<file path="config.mk">
export PLATFORM = sky130hd
export DESIGN_NAME = accel_shake_detector
export DESIGN_NICKNAME = d
export VERILOG_FILES = /design/src/design/asd_pkg.sv /design/src/design/asd_sq_unit.sv /design/src/design/accel_shake_detector.sv
export SDC_FILE = /design/constraint.sdc
export NUM_CORES = 1
export LEC_CHECK = 0
export BUFFER_PORTS_ARGS = -buffer_cell sky130_fd_sc_hd__buf_2
export CAP_MARGIN = 20
export CELL_PAD_IN_SITES_DETAIL_PLACEMENT = 1
export CELL_PAD_IN_SITES_GLOBAL_PLACEMENT = 1
export CORE_MARGIN = 3
export CORE_UTILIZATION = 55
export CTS_BUF_LIST = sky130_fd_sc_hd__clkbuf_8
export DETAILED_ROUTE_END_ITERATION = 10
export GPL_TIMING_DRIVEN = 0
export PLACE_DENSITY_LB_ADDON = 0.1
export SLEW_MARGIN = 20
export SYNTH_ARGS = -nofsm -noshare
export SYNTH_HDL_FRONTEND = slang
export SYNTH_HIERARCHICAL = 1
export SYNTH_SLANG_ARGS = --single-unit
</file>
<file path="constraint.sdc">
create_clock -name aclk -period 15.4 [get_ports aclk]
set_input_delay 3.08 -clock aclk [delete_from_list [all_inputs] [get_ports aclk]]
set_output_delay 3.08 -clock aclk [all_outputs]
set_load 0.03 [all_outputs]
</file>
<file path="src/design/asd_pkg.sv">
package asd_pkg;

    // Spikes inside the window that make up one shake
    localparam int SPIKES_NEEDED = 4;

    // Spike count holds 0..SPIKES_NEEDED, stamp index addresses 0..SPIKES_NEEDED-1
    localparam int CNT_W = $clog2(SPIKES_NEEDED + 1);
    localparam int IDX_W = (SPIKES_NEEDED > 1) ? $clog2(SPIKES_NEEDED) : 1;

    // Field widths
    localparam int TIME_W  = 32;
    localparam int ACCEL_W = 16;
    localparam int REG_W   = 16;
    localparam int HELD_W  = 3;
    localparam int SQ_W    = 2 * ACCEL_W;
    localparam int ACC_W   = SQ_W + 2;

    // Stream word widths
    localparam int IN_DATA_W  = 120;
    localparam int OUT_DATA_W = 8;

    // Configuration register indexes
    localparam int CFG_IDX_W = 2;
    localparam logic [CFG_IDX_W-1:0] CFG_SPIKE_THRESHOLD = 2'd0;
    localparam logic [CFG_IDX_W-1:0] CFG_WINDOW_MS       = 2'd1;
    localparam logic [CFG_IDX_W-1:0] CFG_COOLDOWN_MS     = 2'd2;

    // Register reset values
    localparam logic [REG_W-1:0] THRESHOLD_RST = 16'd4915;
    localparam logic [REG_W-1:0] WINDOW_RST    = 16'd1000;
    localparam logic [REG_W-1:0] COOLDOWN_RST  = 16'd5000;

    // Input word kinds
    localparam logic CMD_SAMPLE = 1'b0;
    localparam logic CMD_MASK   = 1'b1;

    // Operand request for the shared squaring unit
    typedef struct packed {
        logic                      diff_mode;
        logic signed [ACCEL_W-1:0] op_a;
        logic signed [ACCEL_W-1:0] op_b;
    } sq_op_t;

endpackage

</file>
<file path="src/design/asd_sq_unit.sv">
module asd_sq_unit
    import asd_pkg::*;
(
    input  sq_op_t          sq_op,
    output logic [SQ_W-1:0] sq_out
);

    logic signed [ACCEL_W:0] diff;
    logic [ACCEL_W-1:0]      mag;

    // Magnitude is |a - b| in diff mode, otherwise a taken as unsigned
    always_comb begin
        diff = (ACCEL_W + 1)'(sq_op.op_a) - (ACCEL_W + 1)'(sq_op.op_b);
        if (sq_op.diff_mode) begin
            if (diff < 0) begin
                mag = ACCEL_W'(-diff);
            end else begin
                mag = ACCEL_W'(diff);
            end
        end else begin
            mag = ACCEL_W'(sq_op.op_a);
        end
    end

    // One 16x16 unsigned multiplier
    assign sq_out = SQ_W'(mag) * SQ_W'(mag);

endmodule

</file>
<file path="src/design/accel_shake_detector.sv">
// Shake detector for a 3-axis accelerometer. Each input word is either a
// timestamped sample (tuser = 0) or a mask request (tuser = 1), and each
// yields exactly one result word. A sample that runs the full spike test
// goes through the decode, squaring, ageing, finish and output states
// before the next word is taken: the sequencer feeds the three axis
// differences and the threshold through one shared squaring multiplier,
// then ages the stored stamps one per cycle. Mask requests, masked,
// invalid and first samples go from decode straight to output. s_tready
// is low while an item is being worked on; a finished result sits in the
// output register and the next word is taken while it waits. Configuration
// writes are always taken (cfg_ready is tied high); write them only while idle.
module accel_shake_detector
    import asd_pkg::*;
(
    input  logic                  aclk,
    input  logic                  aresetn,
    // Input stream
    input  logic                  s_tvalid,
    output logic                  s_tready,
    // s_tdata, low bit up: now_ms[31:0], sample_valid[32], accel_x[48:33],
    // accel_y[64:49], accel_z[80:65], mask_length_ms[112:81], zero[119:113]
    input  logic [IN_DATA_W-1:0]  s_tdata,
    // s_tuser: cmd[0]
    input  logic [0:0]            s_tuser,
    // Result stream
    output logic                  m_tvalid,
    input  logic                  m_tready,
    // m_tdata, low bit up: shake[0], spikes_held[3:1], masked[4], zero[7:5]
    output logic [OUT_DATA_W-1:0] m_tdata,
    // Configuration writes
    input  logic                  cfg_valid,
    output logic                  cfg_ready,
    input  logic [CFG_IDX_W-1:0]  cfg_index,
    input  logic [REG_W-1:0]      cfg_data
);

    typedef enum logic [2:0] {
        S_IDLE,
        S_DEC,
        S_SQ,
        S_AGE,
        S_FIN,
        S_OUT
    } state_t;

    // Squaring steps
    localparam logic [2:0] SQ_X    = 3'd0;
    localparam logic [2:0] SQ_Y    = 3'd1;
    localparam logic [2:0] SQ_Z    = 3'd2;
    localparam logic [2:0] SQ_THR  = 3'd3;
    localparam logic [2:0] SQ_LAST = 3'd4;

    state_t state_reg, state_next;

    // Latched input word
    logic                      cmd_reg, cmd_next;
    logic [TIME_W-1:0]         now_reg, now_next;
    logic                      valid_reg, valid_next;
    logic signed [ACCEL_W-1:0] ax_reg, ax_next, ay_reg, ay_next, az_reg, az_next;
    logic [TIME_W-1:0]         mlen_reg, mlen_next;

    // Detector state
    logic signed [ACCEL_W-1:0] prev_x_reg, prev_x_next;
    logic signed [ACCEL_W-1:0] prev_y_reg, prev_y_next;
    logic signed [ACCEL_W-1:0] prev_z_reg, prev_z_next;
    logic                      first_reg, first_next;
    logic [CNT_W-1:0]          total_reg, total_next;
    logic [TIME_W-1:0]         deadline_reg, deadline_next;

    // Configuration
    logic [REG_W-1:0] thr_reg, thr_next, win_reg, win_next, cool_reg, cool_next;

    // Sequencer datapath
    logic [2:0]       idx_reg, idx_next;
    logic [SQ_W-1:0]  prod_reg, prod_next;
    logic [2:0]       prod_tag_reg, prod_tag_next;
    logic             prod_live_reg, prod_live_next;
    logic [ACC_W-1:0] acc_reg, acc_next;
    logic [SQ_W-1:0]  thr2_reg, thr2_next;
    logic [CNT_W-1:0] scan_reg, scan_next, kept_reg, kept_next;

    // Pending result and output register
    logic                  res_shake_reg, res_shake_next;
    logic [CNT_W-1:0]      res_held_reg, res_held_next;
    logic                  res_masked_reg, res_masked_next;
    logic                  m_tvalid_reg, m_tvalid_next;
    logic [OUT_DATA_W-1:0] m_tdata_reg, m_tdata_next;

    // Spike stamp store
    logic [TIME_W-1:0] stamps_mem [SPIKES_NEEDED];
    logic              st_we;
    logic [IDX_W-1:0]  st_waddr;
    logic [TIME_W-1:0] st_wdata;

    sq_op_t          sq_op;
    logic [SQ_W-1:0] sq_out;
    logic [TIME_W-1:0] age;
    logic [CNT_W-1:0]  cnt_after;
    logic              crossing;

    asd_sq_unit u_sq (
        .sq_op  (sq_op),
        .sq_out (sq_out)
    );

    assign s_tready  = (state_reg == S_IDLE);
    assign cfg_ready = 1'b1;
    assign m_tvalid  = m_tvalid_reg;
    assign m_tdata   = m_tdata_reg;

    // Operand select for the shared squaring unit
    always_comb begin
        sq_op = '0;
        case (idx_reg)
            SQ_X: begin
                sq_op.diff_mode = 1'b1;
                sq_op.op_a      = ax_reg;
                sq_op.op_b      = prev_x_reg;
            end
            SQ_Y: begin
                sq_op.diff_mode = 1'b1;
                sq_op.op_a      = ay_reg;
                sq_op.op_b      = prev_y_reg;
            end
            SQ_Z: begin
                sq_op.diff_mode = 1'b1;
                sq_op.op_a      = az_reg;
                sq_op.op_b      = prev_z_reg;
            end
            SQ_THR: begin
                sq_op.op_a = $signed(thr_reg);
            end
            default: begin
                sq_op = '0;
            end
        endcase
    end

    assign age      = now_reg - stamps_mem[scan_reg[IDX_W-1:0]];
    assign crossing = (acc_reg > ACC_W'(thr2_reg));

    // Sequencer
    always_comb begin
        state_next      = state_reg;
        cmd_next        = cmd_reg;
        now_next        = now_reg;
        valid_next      = valid_reg;
        ax_next         = ax_reg;
        ay_next         = ay_reg;
        az_next         = az_reg;
        mlen_next       = mlen_reg;
        prev_x_next     = prev_x_reg;
        prev_y_next     = prev_y_reg;
        prev_z_next     = prev_z_reg;
        first_next      = first_reg;
        total_next      = total_reg;
        deadline_next   = deadline_reg;
        thr_next        = thr_reg;
        win_next        = win_reg;
        cool_next       = cool_reg;
        idx_next        = idx_reg;
        prod_next       = prod_reg;
        prod_tag_next   = prod_tag_reg;
        prod_live_next  = prod_live_reg;
        acc_next        = acc_reg;
        thr2_next       = thr2_reg;
        scan_next       = scan_reg;
        kept_next       = kept_reg;
        res_shake_next  = res_shake_reg;
        res_held_next   = res_held_reg;
        res_masked_next = res_masked_reg;
        m_tvalid_next   = m_tvalid_reg & ~m_tready;
        m_tdata_next    = m_tdata_reg;
        st_we           = 1'b0;
        st_waddr        = kept_reg[IDX_W-1:0];
        st_wdata        = stamps_mem[scan_reg[IDX_W-1:0]];
        cnt_after       = kept_reg;

        // Register writes
        if (cfg_valid) begin
            case (cfg_index)
                CFG_SPIKE_THRESHOLD: thr_next  = cfg_data;
                CFG_WINDOW_MS:       win_next  = cfg_data;
                CFG_COOLDOWN_MS:     cool_next = cfg_data;
                default: ;
            endcase
        end

        case (state_reg)
            S_IDLE: begin
                if (s_tvalid) begin
                    cmd_next   = s_tuser[0];
                    now_next   = s_tdata[31:0];
                    valid_next = s_tdata[32];
                    ax_next    = $signed(s_tdata[48:33]);
                    ay_next    = $signed(s_tdata[64:49]);
                    az_next    = $signed(s_tdata[80:65]);
                    mlen_next  = s_tdata[112:81];
                    state_next = S_DEC;
                end
            end
            // Sort out the words that need no spike test
            S_DEC: begin
                res_shake_next  = 1'b0;
                res_held_next   = total_reg;
                res_masked_next = 1'b0;
                acc_next        = '0;
                idx_next        = SQ_X;
                prod_live_next  = 1'b0;
                state_next      = S_OUT;
                if (cmd_reg == CMD_MASK) begin
                    deadline_next = now_reg + mlen_reg;
                end else if (now_reg < deadline_reg) begin
                    total_next      = '0;
                    first_next      = 1'b1;
                    res_held_next   = '0;
                    res_masked_next = 1'b1;
                end else if (!valid_reg) begin
                    state_next = S_OUT;
                end else if (first_reg) begin
                    prev_x_next = ax_reg;
                    prev_y_next = ay_reg;
                    prev_z_next = az_reg;
                    first_next  = 1'b0;
                end else begin
                    state_next = S_SQ;
                end
            end
            // One square per cycle, folded in the cycle after
            S_SQ: begin
                prod_next      = sq_out;
                prod_tag_next  = idx_reg;
                prod_live_next = (idx_reg != SQ_LAST);
                if (prod_live_reg) begin
                    if (prod_tag_reg == SQ_THR) begin
                        thr2_next = prod_reg;
                    end else begin
                        acc_next = acc_reg + ACC_W'(prod_reg);
                    end
                end
                idx_next = idx_reg + 3'd1;
                if (idx_reg == SQ_LAST) begin
                    scan_next  = '0;
                    kept_next  = '0;
                    state_next = S_AGE;
                end
            end
            // Compact the stamps still inside the window, one per cycle
            S_AGE: begin
                if (scan_reg < total_reg) begin
                    if (age <= TIME_W'(win_reg)) begin
                        st_we     = 1'b1;
                        kept_next = kept_reg + CNT_W'(1);
                    end
                    scan_next = scan_reg + CNT_W'(1);
                end else begin
                    state_next = S_FIN;
                end
            end
            // Threshold test, store and shake decision
            S_FIN: begin
                prev_x_next     = ax_reg;
                prev_y_next     = ay_reg;
                prev_z_next     = az_reg;
                res_shake_next  = 1'b0;
                res_masked_next = 1'b0;
                if (crossing) begin
                    if (kept_reg < CNT_W'(SPIKES_NEEDED)) begin
                        st_we     = 1'b1;
                        st_wdata  = now_reg;
                        cnt_after = kept_reg + CNT_W'(1);
                    end
                end
                total_next    = cnt_after;
                res_held_next = cnt_after;
                if (crossing && (cnt_after >= CNT_W'(SPIKES_NEEDED))) begin
                    res_shake_next = 1'b1;
                    total_next     = '0;
                    res_held_next  = '0;
                    deadline_next  = now_reg + TIME_W'(cool_reg);
                end
                state_next = S_OUT;
            end
            // Hand the result to the output register once it is free
            S_OUT: begin
                if (!m_tvalid_reg || m_tready) begin
                    m_tvalid_next = 1'b1;
                    m_tdata_next  = {3'b000, res_masked_reg, HELD_W'(res_held_reg),
                                     res_shake_reg};
                    state_next    = S_IDLE;
                end
            end
            default: begin
                state_next = S_IDLE;
            end
        endcase
    end

    // State, control and registered outputs
    always_ff @(posedge aclk) begin
        if (!aresetn) begin
            state_reg     <= S_IDLE;
            prev_x_reg    <= '0;
            prev_y_reg    <= '0;
            prev_z_reg    <= '0;
            first_reg     <= 1'b1;
            total_reg     <= '0;
            deadline_reg  <= '0;
            thr_reg       <= THRESHOLD_RST;
            win_reg       <= WINDOW_RST;
            cool_reg      <= COOLDOWN_RST;
            idx_reg       <= SQ_X;
            prod_live_reg <= 1'b0;
            m_tvalid_reg  <= 1'b0;
        end else begin
            state_reg     <= state_next;
            prev_x_reg    <= prev_x_next;
            prev_y_reg    <= prev_y_next;
            prev_z_reg    <= prev_z_next;
            first_reg     <= first_next;
            total_reg     <= total_next;
            deadline_reg  <= deadline_next;
            thr_reg       <= thr_next;
            win_reg       <= win_next;
            cool_reg      <= cool_next;
            idx_reg       <= idx_next;
            prod_live_reg <= prod_live_next;
            m_tvalid_reg  <= m_tvalid_next;
        end
        cmd_reg        <= cmd_next;
        now_reg        <= now_next;
        valid_reg      <= valid_next;
        ax_reg         <= ax_next;
        ay_reg         <= ay_next;
        az_reg         <= az_next;
        mlen_reg       <= mlen_next;
        prod_reg       <= prod_next;
        prod_tag_reg   <= prod_tag_next;
        acc_reg        <= acc_next;
        thr2_reg       <= thr2_next;
        scan_reg       <= scan_next;
        kept_reg       <= kept_next;
        res_shake_reg  <= res_shake_next;
        res_held_reg   <= res_held_next;
        res_masked_reg <= res_masked_next;
        m_tdata_reg    <= m_tdata_next;
    end

    // Stamp store write port
    always_ff @(posedge aclk) begin
        if (st_we) begin
            stamps_mem[st_waddr] <= st_wdata;
        end
    end

endmodule

</file>
# After elaboration in Yosys (flattened, before gate mapping)
# Memories as Yosys holds them, arrays and structs flattened. A register that Yosys moved wholly into a read port is not among the register bits.
# Index checks and enable logic that the tools add are counted.
[word_totals] ram_bits=128 input_bits=144 regBits=371 word_cells=172 output_inout_bits=11 mem_count=1
[memory_table] memory="stamps_mem" depth=4 word_bits=32 read_ports=1 rd_ports_with_merged_regs=1 write_ports=1 line_no="accel_shake_detector.sv:90" source="logic [TIME_W-1:0] stamps_mem [SPIKES_NEEDED];"
[classes] order_cmp=7 add_sub_neg=9 n_reduce_logical=24 muxes=70 mul=1 eq_ne=27 bitwise_logic=3
[ops] op="16-bit 2-to-1 mux" n=14
[ops] op="32-bit 2-to-1 mux" n=5
[ops] op="16-bit case mux with 2 select lines" n=3
[ops] op="34-bit 2-to-1 mux" n=2
[ops] op="34-bit case mux with 2 select lines" n=1
[ops] op="16-bit case mux with 4 select lines" n=1
[ops] op="32-bit case mux with 2 select lines" n=1
[ops] op="3-bit 2-to-1 mux" n=18
[ops] op="16-bit case mux with 3 select lines" n=1
[ops] op="34-bit by 32-bit adder with 34-bit output" n=1
[ops] op="34-bit by 32-bit greater-than comparator with 1-bit output" n=1
[ops] op="32-bit by 16-bit adder with 32-bit output" n=1
[ops] op="32-bit adder" n=1
[ops] op="32-bit by 16-bit <= comparator with 1-bit output" n=1
[ops] op="32-bit less-than comparator" n=1
[ops] op="16-bit by 16-bit multiplier with 32-bit output" n=1
[ops] op="32-bit subtractor" n=1
[ops] op="2-bit != test (second input constant)" n=14
[ops] op="3-bit case mux with 2 select lines" n=4
[ops] op="3-bit case mux with 6 select lines" n=1
[ops] op="17-bit by 1-bit less-than comparator with 1-bit output (second input constant)" n=1
[ops] op="16-bit by 16-bit subtractor with 17-bit output" n=1
[ops] op="16-bit negator" n=1
[ops] op="3-bit by 2-bit equality test with 1-bit output (second input constant)" n=5
[ops] op="other kinds (25)" n=60

# Logic depth before layout (Yosys ltp)
# Gate-level depths: netlist of run 1.
[depth] word_depth=8 ltp_mapped=48 mapped_depth_nobuf=44

# Cells and area by module
# Netlist of run 1, hierarchy kept.
[modules_own_cells] module="accel_shake_detector" seq_area_each_um2=13623.1 area_each_um2=25520.7 instances=1 cells_per_inst=2320
[modules_own_cells] module="asd_sq_unit" seq_area_each_um2=0.0 area_each_um2=8658.3 instances=1 cells_per_inst=1037

# Worst setup path after synthesis of run 1
# OpenSTA, ideal clock, no wires.
[synth_path] kind="register to register" startpoint="register idx_reg[0]" endpoint="register prod_reg[31] (data pin)" path_buffers=3 stages_incl_launch_ff=41 slack_ns=5.588 required_ns=15.142 period_less_slack_ns=9.812 arrival_time_ns=9.554 setup_ns=0.258 path_cell_list="dfxtp_1 -> ha_1 -> ha_1 -> clkbuf_1 -> clkbuf_1 -> a22oi_1 -> nand2_1 -> inv_1 -> ha_1 -> fa_1 -> nor2b_1 -> o211ai_1 -> a211oi_1 -> a211oi_1 -> nor3_2 -> or4b_1 -> o41a_4 -> xnor2_4 -> [5 not listed] -> fa_1 -> fa_1 -> fa_1 -> inv_1 -> fa_1 -> inv_1 -> ha_1 -> clkbuf_1 -> nand4_1 -> nor4_1 -> o221ai_1 -> o21ai_0 -> a2111oi_0 -> or3_1 -> o21ai_0 -> a31oi_1 -> xor2_1 -> xnor2_1"
[synth_lines] item="from (decl)" line_no="accel_shake_detector.sv:74" source="logic [2:0] idx_reg, idx_next;"
[synth_lines] item="from (signal assigned)" line_no="accel_shake_detector.sv:326" source="idx_reg <= idx_next;"
[synth_lines] item="to (signal assigned)" line_no="accel_shake_detector.sv:337" source="prod_reg <= prod_next;"
[synth_lines] item="to (decl)" line_no="accel_shake_detector.sv:75" source="logic [SQ_W-1:0] prod_reg, prod_next;"

==> flow_summary.json, run 1 <==
{
  "largest_reg_flops": 128,
  "ys_seq_area_frac": 0.399,
  "die_w_um": 255,
  "dr.pass1.iters": 8,
  "finalCriticalPeriod_ps": 12790,
  "cts_root_buffer": "clkbuf_8",
  "max-clock-path-buffers": 3,
  "status": "finished clean",
  "drc_errors": 0,
  "cts_buffers": 86,
  "met2_usage": 0.547,
  "area_delta_synth_final_pct": 10.8,
  "r2r.worst_path.cells": 43,
  "crit_path_frequent_cell": "fa_1",
  "cpMaxStageDelayCell": "nor4b_1",
  "synth_top_area_frac": 0.315,
  "die_h_um": 255,
  "dieArea_um2": 65200,
  "fmax_ghz": 0.0782,
  "slew_viol_final": 0,
  "worst-endpoint-arrival_ps": 13170,
  "final_nets": 4214,
  "gp_congestion": 0.931,
  "yosys_most_used_dff": "edfxtp_1",
  "hold_class": "reg -> reg",
  "via_count": 27100,
  "rsz0062_at_grt": "no",
  "cap_violations": 0,
  "path_class": "reg -> reg",
  "postSynthCellCount": 3357,
  "cts-resized-gates": 0,
  "synth_area_leaders": "edfxtp_1 32%, ha_1 11%, fa_1 9.7%",
  "cts.htree.levels": 3,
  "clock_sinks": 501,
  "ys_top_cells_by_count": "412 x inv_1, 401 x nand2_1, 359 x edfxtp_1, 301 x ha_1, 236 x nor2_1",
  "fin_crit_sh": 0.831,
  "syn_avg_cell_area_um2": 10.2,
  "setup_viol": 0,
  "drive_above_1_share": 0.123,
  "postCtsSetupBuffers": 0,
  "rows": 90,
  "path_max_fanout": 10,
  "ctsHoldBuffers": 0,
  "timing.rr.end": "prod_reg[31]",
  "clock-skew-final_ps": 43.0,
  "start_util": 0.561,
  "ant_nets": 0,
  "start_kind": "flop",
  "async_flop_share": 0,
  "vias_per_cell": 6.02,
  "grt_max_degree": 54,
  "grt_usage": 0.329,
  "cts_tree": "yes",
  "grt-busiest-layer": "met2",
  "hold_depth": 0,
  "crit_path_end_kind": "flop",
  "path_clk_slew_ps": 60,
  "avgRoutedWirePerCell_um": 23.8,
  "slowest_delay_ps": 720,
  "grt_overflow": 0,
  "clk-insertion-delay-late_ps": 690,
  "r2r_start": "idx_reg[0]",
  "drt_iter0_drc": 1849,
  "grt_first_pass_wirelength_mm": 165,
  "num_io_pins": 155,
  "yosysMostFrequentCell": "inv_1",
  "grt_pass1_vias": 29300,
  "tns_ps": 0,
  "core-area_um2": 60900,
  "synth_edf_count": 359,
  "yosysWarnings": 6,
  "grt_antenna_before_repair": 4,
  "hold_end": "m_tdata[4]",
  "relSlewSlack": 0.284,
  "reg2reg_slack_ps": 2610,
  "grt_use_met1": 0.441,
  "hp-start": "res_masked_reg",
  "dp_hpwl_mm": 83.1,
  "worstMarginPinSlew_ps": 1060,
  "fillers": 6694,
  "synth_top_area_cell": "edfxtp_1",
  "met3_usage": 0.0558,
  "wl_mm": 107,
  "ys_types": 109,
  "ys_seq_elements": 501,
  "finalHoldViolCount": 0,
  "cp_data_required_time_ps": 15780,
  "syn_area_um2": 34200,
  "port_buffers": 142
}
cell type report:
type	instances	area, um2	share of cell area
Timing Repair Buffer	156	940	0.0248
Multi-Input combinational cell	2317	18500	0.488
Antenna cell	1	2.50	0.0000661
Tap cell	828	1040	0.0274
Inverter	421	1580	0.0417
Clock inverter	62	315	0.00833
Clock buffer	98	1350	0.0356
Buffer	120	529	0.0140
Sequential cell	501	13600	0.360
per-stage QoR:
step	instance area (um2)	std cells	hold slack, ps	worst slack [ps]	util
3_3_place_gp	35900	4329	411	3050	0.590
3_5_place_dp	36200	4343	410	2850	0.594
2_1_floorplan	34200	3359	400	5590	-
5_1_grt	37900	4504	423	1890	0.622
4_1_cts	37900	4503	422	2790	0.621
6_report	37900	4504	429	2610	0.622
cell families (layout without fill, tap and decap cells):
kind of cell	Yosys count	after routing	share of synthesized area
and+or+nand+nor	960	960	0.128
AOI/OAI and AO/OA	671	671	0.132
buffers and inverters	541	857	0.0616
DFF	501	501	0.399
adders and majority gates	467	467	0.207
xor gates and xnor gates	131	131	0.0341
muxes	83	83	0.0380
other	3	6	0.000329
critical path: cells and delay by family (launching register included):
kind	cells	cell delay (ps)
adder cells (fa/ha/maj)	11	4470
AND/OR/NAND/NOR	9	2570
flip-flops	1	420
XOR/XNOR	3	760
AO/OA/AOI/OAI	10	2320
buffers and inverters	10	1950
worst max path at each step:
stage	to	slack, ps	cells after the start	startpoint
after CTS	prod_reg[31]	2790	41	idx_reg[0]
after global placement	prod_reg[30]	3050	39	idx_reg[0]
after detailed placement	prod_reg[31]	2850	41	idx_reg[0]
final	prod_reg[31]	2610	43	idx_reg[0]
after global routing	prod_reg[31]	1890	43	idx_reg[0]
after floorplan	prod_reg[31]	5590	40	idx_reg[0]
routing by layer:
metal	wire length, um	vias up	part of all wire
met2	50100	973	0.47
met3	7260	229	0.068
met1	46200	13700	0.43
met5	38	-	0.00035
li1	-	12200	-
met4	3510	6	0.033
placed cells by master (no fill, tap or decap), types with 14 or more instances in the layout:
master / n
inv_1: 446
ha_1: 301
a22oi_1: 49
nand2_1: 401
nor2_1: 236
buf_2: 163
o211ai_1: 16
nand2b_1: 32
buf_4: 16
nand4_1: 24
nor3_1: 36
o21a_1: 25
a211oi_1: 22
nor2b_1: 17
fa_1: 166
o21bai_1: 14
a21oi_1: 186
nand3_1: 96
clkbuf_1: 82
edfxtp_1: 359
and2_1: 30
mux2_2: 34
clkbuf_8: 98
a31oi_1: 15
and3_1: 20
mux2i_1: 15
dfxtp_1: 142
a21o_1: 76
o21ai_0: 132
mux4_2: 32
xor2_1: 49
xnor2_1: 81
Power of run 1 is not shown: default switching activity piles up to over one toggle a cycle in this logic, so the estimate is an artifact.
==> inputs of run 2 (changes only) <==
--- a/config.mk
+++ b/config.mk
@@ -10,7 +10,7 @@
 export CELL_PAD_IN_SITES_DETAIL_PLACEMENT = 1
 export CELL_PAD_IN_SITES_GLOBAL_PLACEMENT = 1
 export CORE_MARGIN = 3
-export CORE_UTILIZATION = 55
+export CORE_UTILIZATION = 51
 export CTS_BUF_LIST = sky130_fd_sc_hd__clkbuf_8
 export DETAILED_ROUTE_END_ITERATION = 10
 export GPL_TIMING_DRIVEN = 0
==> constraint.sdc (replaced) <==
create_clock -name aclk -period 11.8 [get_ports aclk]
set_input_delay 2.36 -clock aclk [delete_from_list [all_inputs] [get_ports aclk]]
set_output_delay 2.36 -clock aclk [all_outputs]
set_load 0.03 [all_outputs]
==> run 2 against run 1 <==
Compared with the run above:
- first-iteration DRC count hardly changed
- core utilization is 4.3 points lower
- critical endpoint unchanged
- critical path depth is 2 lower
- largest cell class unchanged
==> flow_summary.json, run 2 (same netlist as run 1, synthesis figures left out) <==
{
  "status": "finished clean",
  "startpoint": "idx_reg[0]",
  "reg2reg_slack_ps": 530,
  "clock-skew-final_ps": 58.6,
  "multi_input_area_um2": 18500,
  "path_max_fanout": 10,
  "crit_path_end_kind": "flop",
  "path_clk_slew_ps": 60,
  "cts.htree.levels": 3,
  "cpMaxStageDelayCell": "fa_1",
  "drc_errors": 0,
  "cap_violations": 0,
  "gp_congestion": 0.929,
  "grt_max_degree": 58,
  "worst-endpoint-arrival_ps": 11640,
  "largest_reg_flops": 128,
  "grt_usage": 0.300,
  "clk-insertion-delay-late_ps": 690,
  "r2r.worst_path.cells": 41,
  "cts_buffers": 89,
  "finalCriticalPeriod_ps": 11270,
  "drive_above_1_share": 0.132,
  "rows": 94,
  "finalHoldViolCount": 0,
  "fin_crit_sh": 0.955,
  "port_buffers": 142,
  "start_util": 0.517,
  "grt_antenna_before_repair": 1,
  "num_io_pins": 155,
  "avgRoutedWirePerCell_um": 23.1,
  "hp-start": "res_masked_reg",
  "slew_viol_final": 0,
  "fillers": 7347,
  "fmax_ghz": 0.0887,
  "relSlewSlack": 0.247,
  "dp_hpwl_mm": 82.9,
  "hold_class": "reg -> reg",
  "via_count": 26600,
  "vias_per_cell": 5.86,
  "final_nets": 4224,
  "cts_root_buffer": "clkbuf_8",
  "grt_first_pass_wirelength_mm": 164,
  "drt_iter0_drc": 1848,
  "die_w_um": 265,
  "cts_tree": "yes",
  "path_class": "reg -> reg",
  "setup_viol": 0,
  "dieArea_um2": 70200,
  "area_delta_synth_final_pct": 11.8,
  "die_h_um": 265,
  "r2r_start": "idx_reg[0]",
  "core-area_um2": 66100,
  "cp_data_required_time_ps": 12170,
  "timing.rr.end": "prod_reg[31]",
  "final_common_cell": "inv_1",
  "dr.pass1.iters": 5,
  "slowest_delay_ps": 550,
  "clock_sinks": 501,
  "ant_nets": 0,
  "hold_depth": 0,
  "final_cell_mix": "435 x inv_1, 401 x nand2_1, 359 x edfxtp_1",
  "grt_overflow": 0,
  "wl_mm": 105,
  "seqCellArea_um2": 13600,
  "crit_path_frequent_cell": "fa_1",
  "start_kind": "flop",
  "worstMarginPinSlew_ps": 1120,
  "hold_end": "m_tdata[4]",
  "max-clock-path-buffers": 3,
  "rsz0062_at_grt": "no",
  "grt_pass1_vias": 29000,
  "holdWs_ps": 416
}
==> run 2: area by class of cell <==
class,instances,share of cell area
inverters,421,0.0414
flip-flops and latches,501,0.356
well taps,864,0.0283
plain buffers,117,0.0139
multi-input cells,2317,0.485
diodes,1,0.0000655
clock inverters,67,0.0135
repair buffers,166,0.0271
clock buffers,95,0.0342
==> run 2: metal layers <==
metal	track usage	vias up	part of all wire
li1	-	12200	-
met1	0.400	13400	0.44
met2	0.493	826	0.47
met3	0.0601	201	0.065
met4	0.104	2	0.033
met5	0	-	0.000067
==> run 2: timing repair <==
| item | 4_1_cts | 5_1_grt |
|---|---|---|
| resized for setup | 3 | 33 |
| pin swaps | 0 | 3 |
| setup endpoints to repair | 2 | 6 |
| buffers inserted | 0 | 11 |
| hold buffers | 0 | 0 |
==> run 2: stage by stage <==
stage / worst slack, ps / cell area, um2 / TNS [ps] / util / cells
2_1_floorplan: 1990 / 34200 / 0 / - / 3359
3_3_place_gp: 112 / 36000 / 0 / 0.544 / 4365
3_5_place_dp: -120 / 36200 / -121 / 0.548 / 4378
4_1_cts: 5.90 / 38100 / 0 / 0.576 / 4540
5_1_grt: 5.20 / 38200 / 0 / 0.578 / 4548
6_report: 530 / 38200 / 0 / 0.578 / 4549
==> run 2: worst max-delay path by stage <==
stage,slack (ps),endpoint
floorplan,1990,prod_reg[31]
global placement,110,prod_reg[31]
detailed placement,-120,prod_reg[31]
CTS,6,prod_reg[31]
global route,5,prod_reg[31]
finish,530,prod_reg[31]
==> run 2: worst max-delay path, delay by kind of cell (launching register included) <==
kind / cells / cell delay (ps)
adders and majority gates: 10 / 4250
and+or+nand+nor: 9 / 2300
AOI/OAI and AO/OA: 10 / 2130
buffers and inverters: 8 / 1070
xor gates and xnor gates: 3 / 490
DFF: 1 / 440
muxes: 1 / 310
Power of run 2 is left out for the same reason.
